--- src/rtl/nsr_pkg.sv ---
// Shared types, constants and microprogram for the Newton square-root block.
// Used by nsr_seq, nsr_dp and newton_square_root_top. No dependencies.
`default_nettype none

package nsr_pkg;

	localparam int WORD_W    = 64;
	localparam int HALF_W    = WORD_W / 2;
	localparam int ACC_W     = 2 * WORD_W;
	localparam int FRAC_BITS = 32;
	localparam int DVD_W     = WORD_W + FRAC_BITS;
	localparam int CNT_W     = $clog2(DVD_W);
	localparam int TOL_W     = 32;
	localparam int STEP_W    = 10;
	localparam int UPC_W     = 4;

	localparam logic [STEP_W-1:0] LIMIT_RESET = STEP_W'(1000);

	typedef enum logic [1:0] {
		ST_CONV  = 2'd0,
		ST_LIMIT = 2'd1,
		ST_ZERR  = 2'd2
	} status_t;

	typedef enum logic {
		REG_TOLERANCE  = 1'b0,
		REG_ITER_LIMIT = 1'b1
	} reg_idx_t;

	typedef enum logic [3:0] {
		DP_NONE,
		DP_LOAD,
		DP_ZERR,
		DP_DIFF,
		DP_DIV,
		DP_UPD,
		DP_TEST,
		DP_OUT
	} dp_op_t;

	typedef enum logic [1:0] {
		ACC_HOLD,
		ACC_SET,
		ACC_ADD_MID,
		ACC_ADD_HI
	} acc_op_t;

	// partial products of x*x: lo*lo, lo*hi, hi*lo, hi*hi
	typedef enum logic [1:0] {
		MS_LL,
		MS_LH,
		MS_HL,
		MS_HH
	} mul_sel_t;

	typedef enum logic [1:0] {
		J_NEXT,
		J_WAIT,
		J_BRANCH,
		J_GOTO
	} jmp_t;

	typedef enum logic [2:0] {
		C_ALWAYS,
		C_IN_FIRE,
		C_X_ZERO,
		C_DIV_MORE,
		C_NOT_DONE,
		C_OUT_FREE
	} cond_t;

	typedef struct packed {
		dp_op_t           dp_op;
		acc_op_t          acc_op;
		mul_sel_t         mul_sel;
		jmp_t             jmp;
		cond_t            cond;
		logic [UPC_W-1:0] target;
	} ctrl_t;

	typedef struct packed {
		logic in_fire;
		logic x_zero;
		logic div_more;
		logic not_done;
		logic out_free;
	} flags_t;

	// program labels
	localparam logic [UPC_W-1:0] PC_WAIT = UPC_W'(0);
	localparam logic [UPC_W-1:0] PC_CHK  = UPC_W'(1);
	localparam logic [UPC_W-1:0] PC_MUL0 = UPC_W'(2);
	localparam logic [UPC_W-1:0] PC_MUL1 = UPC_W'(3);
	localparam logic [UPC_W-1:0] PC_MUL2 = UPC_W'(4);
	localparam logic [UPC_W-1:0] PC_MUL3 = UPC_W'(5);
	localparam logic [UPC_W-1:0] PC_ACC  = UPC_W'(6);
	localparam logic [UPC_W-1:0] PC_DIFF = UPC_W'(7);
	localparam logic [UPC_W-1:0] PC_DIV  = UPC_W'(8);
	localparam logic [UPC_W-1:0] PC_UPD  = UPC_W'(9);
	localparam logic [UPC_W-1:0] PC_TEST = UPC_W'(10);
	localparam logic [UPC_W-1:0] PC_OUT  = UPC_W'(11);

	function automatic ctrl_t mk(dp_op_t op, acc_op_t ac, mul_sel_t ms, jmp_t j, cond_t c,
		logic [UPC_W-1:0] tgt);
		ctrl_t w;
		w.dp_op   = op;
		w.acc_op  = ac;
		w.mul_sel = ms;
		w.jmp     = j;
		w.cond    = c;
		w.target  = tgt;
		return w;
	endfunction

	// microprogram ROM
	function automatic ctrl_t prog_word(logic [UPC_W-1:0] pc);
		ctrl_t w;
		unique case (pc)
			PC_WAIT: w = mk(DP_LOAD, ACC_HOLD,    MS_LL, J_WAIT,   C_IN_FIRE,  PC_CHK);
			PC_CHK:  w = mk(DP_ZERR, ACC_HOLD,    MS_LL, J_BRANCH, C_X_ZERO,   PC_OUT);
			PC_MUL0: w = mk(DP_NONE, ACC_HOLD,    MS_LL, J_NEXT,   C_ALWAYS,   PC_WAIT);
			PC_MUL1: w = mk(DP_NONE, ACC_SET,     MS_LH, J_NEXT,   C_ALWAYS,   PC_WAIT);
			PC_MUL2: w = mk(DP_NONE, ACC_ADD_MID, MS_HL, J_NEXT,   C_ALWAYS,   PC_WAIT);
			PC_MUL3: w = mk(DP_NONE, ACC_ADD_MID, MS_HH, J_NEXT,   C_ALWAYS,   PC_WAIT);
			PC_ACC:  w = mk(DP_NONE, ACC_ADD_HI,  MS_LL, J_NEXT,   C_ALWAYS,   PC_WAIT);
			PC_DIFF: w = mk(DP_DIFF, ACC_HOLD,    MS_LL, J_NEXT,   C_ALWAYS,   PC_WAIT);
			PC_DIV:  w = mk(DP_DIV,  ACC_HOLD,    MS_LL, J_BRANCH, C_DIV_MORE, PC_DIV);
			PC_UPD:  w = mk(DP_UPD,  ACC_HOLD,    MS_LL, J_NEXT,   C_ALWAYS,   PC_WAIT);
			PC_TEST: w = mk(DP_TEST, ACC_HOLD,    MS_LL, J_BRANCH, C_NOT_DONE, PC_MUL0);
			PC_OUT:  w = mk(DP_OUT,  ACC_HOLD,    MS_LL, J_WAIT,   C_OUT_FREE, PC_WAIT);
			default: w = mk(DP_NONE, ACC_HOLD,    MS_LL, J_GOTO,   C_ALWAYS,   PC_WAIT);
		endcase
		return w;
	endfunction

endpackage

`default_nettype wire

--- src/rtl/nsr_seq.sv ---
// Microcode sequencer: step counter, program ROM lookup and jump logic.
// Depends on nsr_pkg.
`default_nettype none

module nsr_seq (
	input  wire logic            clk,
	input  wire logic            arst_n,
	input  wire nsr_pkg::flags_t flags,
	output nsr_pkg::ctrl_t       ctrl,
	output logic                 go
);
	import nsr_pkg::*;

	logic [UPC_W-1:0] upc_q;
	logic [UPC_W-1:0] upc_nxt;

	assign ctrl = prog_word(upc_q);

	always_comb begin
		unique case (ctrl.cond)
			C_ALWAYS:   go = 1'b1;
			C_IN_FIRE:  go = flags.in_fire;
			C_X_ZERO:   go = flags.x_zero;
			C_DIV_MORE: go = flags.div_more;
			C_NOT_DONE: go = flags.not_done;
			C_OUT_FREE: go = flags.out_free;
			default:    go = 1'b0;
		endcase
	end

	always_comb begin
		unique case (ctrl.jmp)
			J_NEXT:   upc_nxt = upc_q + UPC_W'(1);
			J_WAIT:   upc_nxt = go ? ctrl.target : upc_q;
			J_BRANCH: upc_nxt = go ? ctrl.target : upc_q + UPC_W'(1);
			J_GOTO:   upc_nxt = ctrl.target;
			default:  upc_nxt = PC_WAIT;
		endcase
	end

	always_ff @(posedge clk or negedge arst_n) begin
		if (!arst_n) begin
			upc_q <= PC_WAIT;
		end else begin
			upc_q <= upc_nxt;
		end
	end

endmodule

`default_nettype wire

--- src/rtl/nsr_dp.sv ---
// Datapath: config registers, 32x32 multiplier with 128-bit accumulator,
// radix-2 restoring divider, Newton update and output register. Depends on nsr_pkg.
`default_nettype none

module nsr_dp (
	input  wire logic                          clk,
	input  wire logic                          arst_n,
	input  wire nsr_pkg::ctrl_t                ctrl,
	input  wire logic                          go,
	output nsr_pkg::flags_t                    flags,
	input  wire logic                          cfg_valid,
	output logic                               cfg_ready,
	input  wire logic                          cfg_index,
	input  wire logic [nsr_pkg::TOL_W-1:0]     cfg_data,
	input  wire logic                          in_valid,
	output logic                               in_ready,
	input  wire logic [nsr_pkg::WORD_W-1:0]    radicand,
	input  wire logic [nsr_pkg::WORD_W-1:0]    start_guess,
	output logic                               out_valid,
	input  wire logic                          out_ready,
	output logic [nsr_pkg::WORD_W-1:0]         root,
	output logic [nsr_pkg::STEP_W-1:0]         steps_used,
	output logic [1:0]                         status
);
	import nsr_pkg::*;

	logic [TOL_W-1:0]  tol_q;
	logic [STEP_W-1:0] limit_q;

	logic [WORD_W-1:0] a_q, x_q, prod_q, rem_q, delta_q;
	logic [ACC_W-1:0]  acc_q;
	logic [DVD_W-1:0]  dvd_q;
	logic [WORD_W:0]   quo_q;
	logic              sticky_q, down_q;
	logic [CNT_W-1:0]  cnt_q;
	logic [STEP_W-1:0] steps_q;
	status_t           status_q;

	logic              out_valid_q;
	logic [WORD_W-1:0] root_q;
	logic [STEP_W-1:0] steps_out_q;
	status_t           status_out_q;

	logic [HALF_W-1:0] opa, opb;
	logic [WORD_W-1:0] prod;
	logic [ACC_W-1:0]  acc_shr;
	logic [WORD_W-1:0] sq, d;
	logic              ge_a;
	logic [WORD_W:0]   trial, trial_sub;
	logic              ge_x;
	logic [WORD_W-1:0] qv;
	logic [WORD_W:0]   up_sum;
	logic [WORD_W-1:0] nx, delta;
	logic [STEP_W-1:0] lim_eff;
	logic              hit_tol, hit_lim, x_zero;
	logic              in_fire, out_free;

	assign cfg_ready = 1'b1;
	assign in_ready  = (ctrl.dp_op == DP_LOAD);
	assign in_fire   = in_valid && in_ready;
	assign out_free  = !out_valid_q || out_ready;

	assign out_valid  = out_valid_q;
	assign root       = root_q;
	assign steps_used = steps_out_q;
	assign status     = status_out_q;

	// partial product select
	always_comb begin
		case (ctrl.mul_sel)
			MS_LL:   begin opa = x_q[HALF_W-1:0];      opb = x_q[HALF_W-1:0];      end
			MS_LH:   begin opa = x_q[HALF_W-1:0];      opb = x_q[WORD_W-1:HALF_W]; end
			MS_HL:   begin opa = x_q[WORD_W-1:HALF_W]; opb = x_q[HALF_W-1:0];      end
			default: begin opa = x_q[WORD_W-1:HALF_W]; opb = x_q[WORD_W-1:HALF_W]; end
		endcase
	end
	assign prod = WORD_W'(opa) * WORD_W'(opb);

	// scaled square, saturated, and its distance from the radicand
	assign acc_shr = acc_q >> FRAC_BITS;
	assign sq      = (|acc_shr[ACC_W-1:WORD_W]) ? '1 : acc_shr[WORD_W-1:0];
	assign ge_a    = (sq >= a_q);
	assign d       = ge_a ? (sq - a_q) : (a_q - sq);

	// one divider step
	assign trial     = {rem_q, dvd_q[DVD_W-1]};
	assign ge_x      = (trial >= {1'b0, x_q});
	assign trial_sub = trial - {1'b0, x_q};

	// quotient halved; anything above the kept window saturates
	assign qv     = sticky_q ? '1 : quo_q[WORD_W:1];
	assign up_sum = {1'b0, x_q} + {1'b0, qv};
	always_comb begin
		if (down_q) begin
			nx    = (qv >= x_q) ? '0 : (x_q - qv);
			delta = (qv >= x_q) ? x_q : qv;
		end else begin
			nx    = up_sum[WORD_W] ? '1 : up_sum[WORD_W-1:0];
			delta = up_sum[WORD_W] ? ~x_q : qv;
		end
	end

	assign lim_eff = (limit_q == '0) ? STEP_W'(1) : limit_q;
	assign hit_tol = (delta_q <= WORD_W'(tol_q));
	assign hit_lim = (steps_q >= lim_eff);
	assign x_zero  = (x_q == '0);

	// in_fire, x_zero, div_more, not_done, out_free
	assign flags = {in_fire, x_zero, (cnt_q != '0), !(hit_tol || hit_lim || x_zero), out_free};

	always_ff @(posedge clk or negedge arst_n) begin
		if (!arst_n) begin
			tol_q   <= '0;
			limit_q <= LIMIT_RESET;
		end else if (cfg_valid && cfg_ready) begin
			case (reg_idx_t'(cfg_index))
				REG_TOLERANCE:  tol_q   <= cfg_data;
				REG_ITER_LIMIT: limit_q <= cfg_data[STEP_W-1:0];
				default:        ;
			endcase
		end
	end

	always_ff @(posedge clk or negedge arst_n) begin
		if (!arst_n) begin
			out_valid_q <= 1'b0;
		end else if (ctrl.dp_op == DP_OUT && go) begin
			out_valid_q <= 1'b1;
		end else if (out_ready) begin
			out_valid_q <= 1'b0;
		end
	end

	always_ff @(posedge clk) begin
		prod_q <= prod;

		case (ctrl.acc_op)
			ACC_SET:     acc_q <= {{WORD_W{1'b0}}, prod_q};
			ACC_ADD_MID: acc_q <= acc_q + ({{WORD_W{1'b0}}, prod_q} << HALF_W);
			ACC_ADD_HI:  acc_q <= acc_q + ({{WORD_W{1'b0}}, prod_q} << WORD_W);
			default:     ;
		endcase

		case (ctrl.dp_op)
			DP_LOAD: begin
				if (go) begin
					a_q     <= radicand;
					x_q     <= start_guess;
					steps_q <= '0;
				end
			end
			DP_ZERR: status_q <= ST_ZERR;
			DP_DIFF: begin
				down_q   <= ge_a;
				dvd_q    <= {d, {FRAC_BITS{1'b0}}};
				rem_q    <= '0;
				quo_q    <= '0;
				sticky_q <= 1'b0;
				cnt_q    <= CNT_W'(DVD_W - 1);
			end
			DP_DIV: begin
				dvd_q    <= dvd_q << 1;
				rem_q    <= ge_x ? trial_sub[WORD_W-1:0] : trial[WORD_W-1:0];
				quo_q    <= {quo_q[WORD_W-1:0], ge_x};
				sticky_q <= sticky_q | quo_q[WORD_W];
				cnt_q    <= cnt_q - CNT_W'(1);
			end
			DP_UPD: begin
				x_q     <= nx;
				delta_q <= delta;
				steps_q <= steps_q + STEP_W'(1);
			end
			DP_TEST: begin
				if (hit_tol)
					status_q <= ST_CONV;
				else if (hit_lim)
					status_q <= ST_LIMIT;
				else
					status_q <= ST_ZERR;
			end
			DP_OUT: begin
				if (go) begin
					root_q       <= x_q;
					steps_out_q  <= steps_q;
					status_out_q <= status_q;
				end
			end
			default: ;
		endcase
	end

endmodule

`default_nettype wire

--- src/rtl/newton_square_root_top.sv ---
// Each Newton step: partial products of x*x, accumulate, difference, radix-2 divide,
// update and test; a zero start guess goes straight to the output step. One word in
// flight; the next word can be taken the cycle after the result is parked in the
// output register, which happens only once that register is free. Async active-low
// reset: sequencer to its wait step, output empty, tolerance 0, iteration limit 1000.
`default_nettype none

module newton_square_root_top (
	input  wire logic                          clk,
	input  wire logic                          arst_n,
	input  wire logic                          cfg_valid,
	output logic                               cfg_ready,
	input  wire logic                          cfg_index,
	input  wire logic [nsr_pkg::TOL_W-1:0]     cfg_data,
	input  wire logic                          in_valid,
	output logic                               in_ready,
	input  wire logic [nsr_pkg::WORD_W-1:0]    radicand,
	input  wire logic [nsr_pkg::WORD_W-1:0]    start_guess,
	output logic                               out_valid,
	input  wire logic                          out_ready,
	output logic [nsr_pkg::WORD_W-1:0]         root,
	output logic [nsr_pkg::STEP_W-1:0]         steps_used,
	output logic [1:0]                         status
);
	import nsr_pkg::*;

	ctrl_t  ctrl;
	flags_t flags;
	logic   go;

	nsr_seq u_seq (
		.clk    (clk),
		.arst_n (arst_n),
		.flags  (flags),
		.ctrl   (ctrl),
		.go     (go)
	);

	nsr_dp u_dp (
		.clk         (clk),
		.arst_n      (arst_n),
		.ctrl        (ctrl),
		.go          (go),
		.flags       (flags),
		.cfg_valid   (cfg_valid),
		.cfg_ready   (cfg_ready),
		.cfg_index   (cfg_index),
		.cfg_data    (cfg_data),
		.in_valid    (in_valid),
		.in_ready    (in_ready),
		.radicand    (radicand),
		.start_guess (start_guess),
		.out_valid   (out_valid),
		.out_ready   (out_ready),
		.root        (root),
		.steps_used  (steps_used),
		.status      (status)
	);

endmodule

`default_nettype wire

--- config.mk ---
export PLATFORM = sky130hd
export DESIGN_NAME = newton_square_root_top
export DESIGN_NICKNAME = d
export VERILOG_FILES = /design/src/rtl/nsr_pkg.sv /design/src/rtl/nsr_seq.sv /design/src/rtl/nsr_dp.sv /design/src/rtl/newton_square_root_top.sv
export SDC_FILE = /design/constraint.sdc
export NUM_CORES = 2
export LEC_CHECK = 0
export BUFFER_PORTS_ARGS = -buffer_cell sky130_fd_sc_hd__buf_2
export CORE_MARGIN = 8
export CORE_UTILIZATION = 34
export DETAILED_ROUTE_END_ITERATION = 8
export PLACE_DENSITY = 0.52
export SYNTH_ARGS = -nofsm -noshare
export SYNTH_HDL_FRONTEND = slang
export SYNTH_SLANG_ARGS = --single-unit
--- constraint.sdc ---
create_clock -name clk -period 16.7 [get_ports clk]
set_input_delay 1.67 -clock clk [delete_from_list [all_inputs] [get_ports clk]]
set_output_delay 1.67 -clock clk [all_outputs]
set_load 0.005 [all_outputs]
==> results.sh <==
export IMPL_status="completed"
export IMPL_grtUsageTotal=0.255
export IMPL_layout_area_overhead_vs_synth_pct=9.13
export IMPL_synthDistinctLibCells=106
export IMPL_post_drt_via_cell_ratio=5.68
export IMPL_synthesized_area_divided_by_synthesized_cell_count_um2=8.60
export IMPL_reg2regPathDepth=30
export IMPL_ys_warnings_count=0
export IMPL_maximum_buffer_depth_of_the_clock_tree=3
export IMPL_post_synthesis_register_bit_count=689
export IMPL_synth_xor_area_share=0.0358
export IMPL_grt_pass1_vias=78500
export IMPL_tritoncts="yes"
export IMPL_first_iter_violations=7711
export IMPL_max_cap_violations=0
export IMPL_final_count_of_pins_violating_max_slew=0
export IMPL_postCtsSetupBuffers=0
export IMPL_hold_viol_final=0
export IMPL_worstSkewPairLatency_ps=760
export IMPL_final_cell_count_no_fill=13900
export IMPL_global_route_wire_length_before_repair_um=536000
export IMPL_drt_first_pass_iters=6
export IMPL_cts_root_buffer_cell="sky130_fd_sc_hd__clkbuf_16"
export IMPL_compound_cell_area_share_of_the_yosys_netlist=0.180
export IMPL_globalRouteOverflowTotal=0
export IMPL_fin_crit_sh=0.678
export IMPL_critical_path_slowest_cell="sky130_fd_sc_hd__a21oi_2"
export IMPL_timing_worst_slew_pin_value_ps=1330
export IMPL_finalWirelength_um=368000
export IMPL_ioPinCount=245
export IMPL_type_of_the_setup_path_with_the_least_slack="flop to flop"
export IMPL_vias=78800
export IMPL_synthCells=10300
export IMPL_gp_congestion=0.967
export IMPL_cts_resized=0
export IMPL_wp_data_required_ps=17340
export IMPL_count_of_flip_flops_with_a_built_in_enable_after_synthesis=578
export IMPL_setup_viol=0
export IMPL_syn_num_nets=12200
export IMPL_multiInputGateArea_um2=62400
export IMPL_number_of_design_rule_violations_left_after_detail_routing=0
export IMPL_hold_class="flop to flop"
export IMPL_antenna_violations_before_repair=32
export IMPL_grt_setup_unrepaired="no"
export IMPL_yosysSeqAreaShare=0.223
export IMPL_r2r_start="u_seq.upc_q[1]"
export IMPL_pin_count_of_the_biggest_net_entering_global_routing=118
export IMPL_synth_mux_area_frac=0.0135
export IMPL_cp_end_kind="flop"
export IMPL_htree_levels=3
export IMPL_worst_endpoint_arrival_ps=11960
export IMPL_route_antenna_remaining_nets=0
export IMPL_place_detailed_instances=13700
export IMPL_critPathLaunch="u_seq.upc_q[1]"
export IMPL_design_die_area_um2=278000
export IMPL_die_height_um=527
export IMPL_fin_crit_ps=11320
export IMPL_cts_buffers_inserted=85
export IMPL_post_drt_wl_per_cell_um=26.6
export IMPL_finalNetCount=12100
export IMPL_port_buffers=243
export IMPL_setup_worst_path_start_class="flop"
export IMPL_dominantRegCellSynth="sky130_fd_sc_hd__edfxtp_1"
export IMPL_sequential_cell_area_um2=19800
export IMPL_highest_clock_rate_mhz=88.3
export IMPL_critPathMaxStageDelay_ps=930
export IMPL_die_x_um=527
export IMPL_synth_async_sr_flop_share=0.0682
export IMPL_synth_simple_area_share=0.157
export IMPL_synth_top_family_by_area="adder cells"
export IMPL_dpl_hpwl_um=288000
export IMPL_cts_sinks=689
export IMPL_synth_area_um2=88900
export IMPL_hold_depth=0
export IMPL_holdCritStartpoint="u_dp.x_q[11]"
export IMPL_crit_path_max_fanout=82
export IMPL_path_clk_slew_ps=60
export IMPL_final_layout_size_suffix_gt1_frac=0.0787
export IMPL_floorplan_rows=187
export IMPL_crit_top_cell="sky130_fd_sc_hd__fa_1"
export IMPL_worst_hold_path_endpoint="u_dp.root[11]"
export IMPL_layout_filler_cells=26500
export IMPL_fin_skew_ps=57.9
export IMPL_yosys_area_share_adder=0.311
export IMPL_r2r_end="u_dp.prod_q[63]"
export IMPL_fin_hold_ws_ps=455
export IMPL_worst_slew_margin_rel=0.110
export IMPL_start_util=0.342
export IMPL_fp_coreArea_um2=260000
export IMPL_cts_hold_buffers_added=0
export IMPL_timing_setup_tns_ps=0
export IMPL_reg2reg_slack_ps=5380
==> layout make-up <==
| class | instances | share of cell area |
|---|---|---|
| tap | 3496 | 0.0451 |
| inverter | 1307 | 0.0506 |
| multi-input combinational | 7773 | 0.643 |
| timing repair buffer | 438 | 0.0277 |
| clock inverter | 41 | 0.00423 |
| clock buffer | 114 | 0.0252 |
| antenna | 6 | 0.000155 |
| sequential | 689 | 0.204 |
==> worst max path at each step <==
stage,end,slack [ps],depth (start not counted)
6_report,u_dp.prod_q[63],5380,30
5_1_grt,u_dp.prod_q[63],4640,30
4_1_cts,u_dp.prod_q[63],5370,30
3_5_place_dp,u_dp.prod_q[63],5410,30
3_3_place_gp,u_dp.prod_q[63],5530,30
2_1_floorplan,u_dp.cnt_q[0],500,6
==> cell families (layout without fill, tap and decap cells) <==
family,after synthesis,after routing
flops,689,689
xor+xnor,363,363
other cells,1,7
compound gates,2494,2494
buf+inv,1882,1900
simple gates,3132,3132
mux,118,118
fa+ha+maj,1665,1665
==> worst max-delay path: cells and delay by family (launching register included) <==
kind / cells / cell delay, ps
flops: 1 / 580
xor+xnor: 1 / 160
compound gates: 9 / 3530
fa+ha+maj: 10 / 4750
simple gates: 6 / 1010
buf+inv: 4 / 1130
==> placed cells by master (no fill, tap or decap), types with 244 or more instances in the layout <==
master / netlist / final
sky130_fd_sc_hd__a21o_1: 265 / 263
sky130_fd_sc_hd__a21oi_1: 761 / 734
sky130_fd_sc_hd__edfxtp_1: 578 / 578
sky130_fd_sc_hd__fa_1: 903 / 903
sky130_fd_sc_hd__ha_1: 762 / 760
sky130_fd_sc_hd__inv_1: 1302 / 1299
sky130_fd_sc_hd__nand2_1: 1059 / 1055
sky130_fd_sc_hd__nor2_1: 1134 / 1129
sky130_fd_sc_hd__o21ai_0: 457 / 438
sky130_fd_sc_hd__xnor2_1: 244 / 244
==> layer usage <==
| metal | vias up | global-route usage | wire length, µm |
|---|---|---|---|
| met3 | 696 | 0.0435 | 28600 |
| li1 | 35200 | - | - |
| met5 | - | 0 | 21 |
| met4 | 4 | 0.0952 | 17100 |
| met1 | 39400 | 0.345 | 158000 |
| met2 | 3475 | 0.411 | 165000 |
==> flip-flops by register name, summed over array words and instances, names as in the netlist <==
name / cells
u_dp.acc_q: 96
u_dp.quo_q: 65
u_dp.a_q: 64
u_dp.delta_q: 64
u_dp.dvd_q: 64
u_dp.prod_q: 64
u_dp.rem_q: 64
u_dp.root: 64
u_dp.x_q: 64
u_dp.tol_q: 32
u_dp.limit_q: 10
u_dp.steps_q: 10
u_dp.steps_used: 10
u_dp.cnt_q: 7
u_seq.upc_q: 4
u_dp.status: 2
u_dp.status_q: 2
u_dp.down_q: 1
u_dp.out_valid: 1
u_dp.sticky_q: 1
==> synth_stat cells, drive strengths merged (122+ instances only) <==
cell	count	share of area
a21o	265	0.022
a21oi	762	0.043
a31oi	134	0.0096
and3	122	0.0086
clkbuf	474	0.020
edfxtp	578	0.20
fa	903	0.20
ha	762	0.11
inv	1305	0.055
nand2	1060	0.045
nand3	135	0.0077
nand4	136	0.0096
nor2	1135	0.048
o21ai	529	0.030
xnor2	244	0.024
==> metrics by stage <==
| stage | setup slack, ps | cell area, µm² | utilization |
|---|---|---|---|
| after CTS | 5370 | 97000 | 0.373 |
| after detailed placement | 5410 | 94200 | 0.362 |
| after global placement | 5530 | 94200 | 0.362 |
| final | 5380 | 97000 | 0.373 |
| after global routing | 4640 | 97000 | 0.373 |
| after floorplan | 503 | 88900 | - |
Power is left out: the tool's default activity adds up to more than one toggle a clock period on the data nets, which glitch-free logic cannot reach.
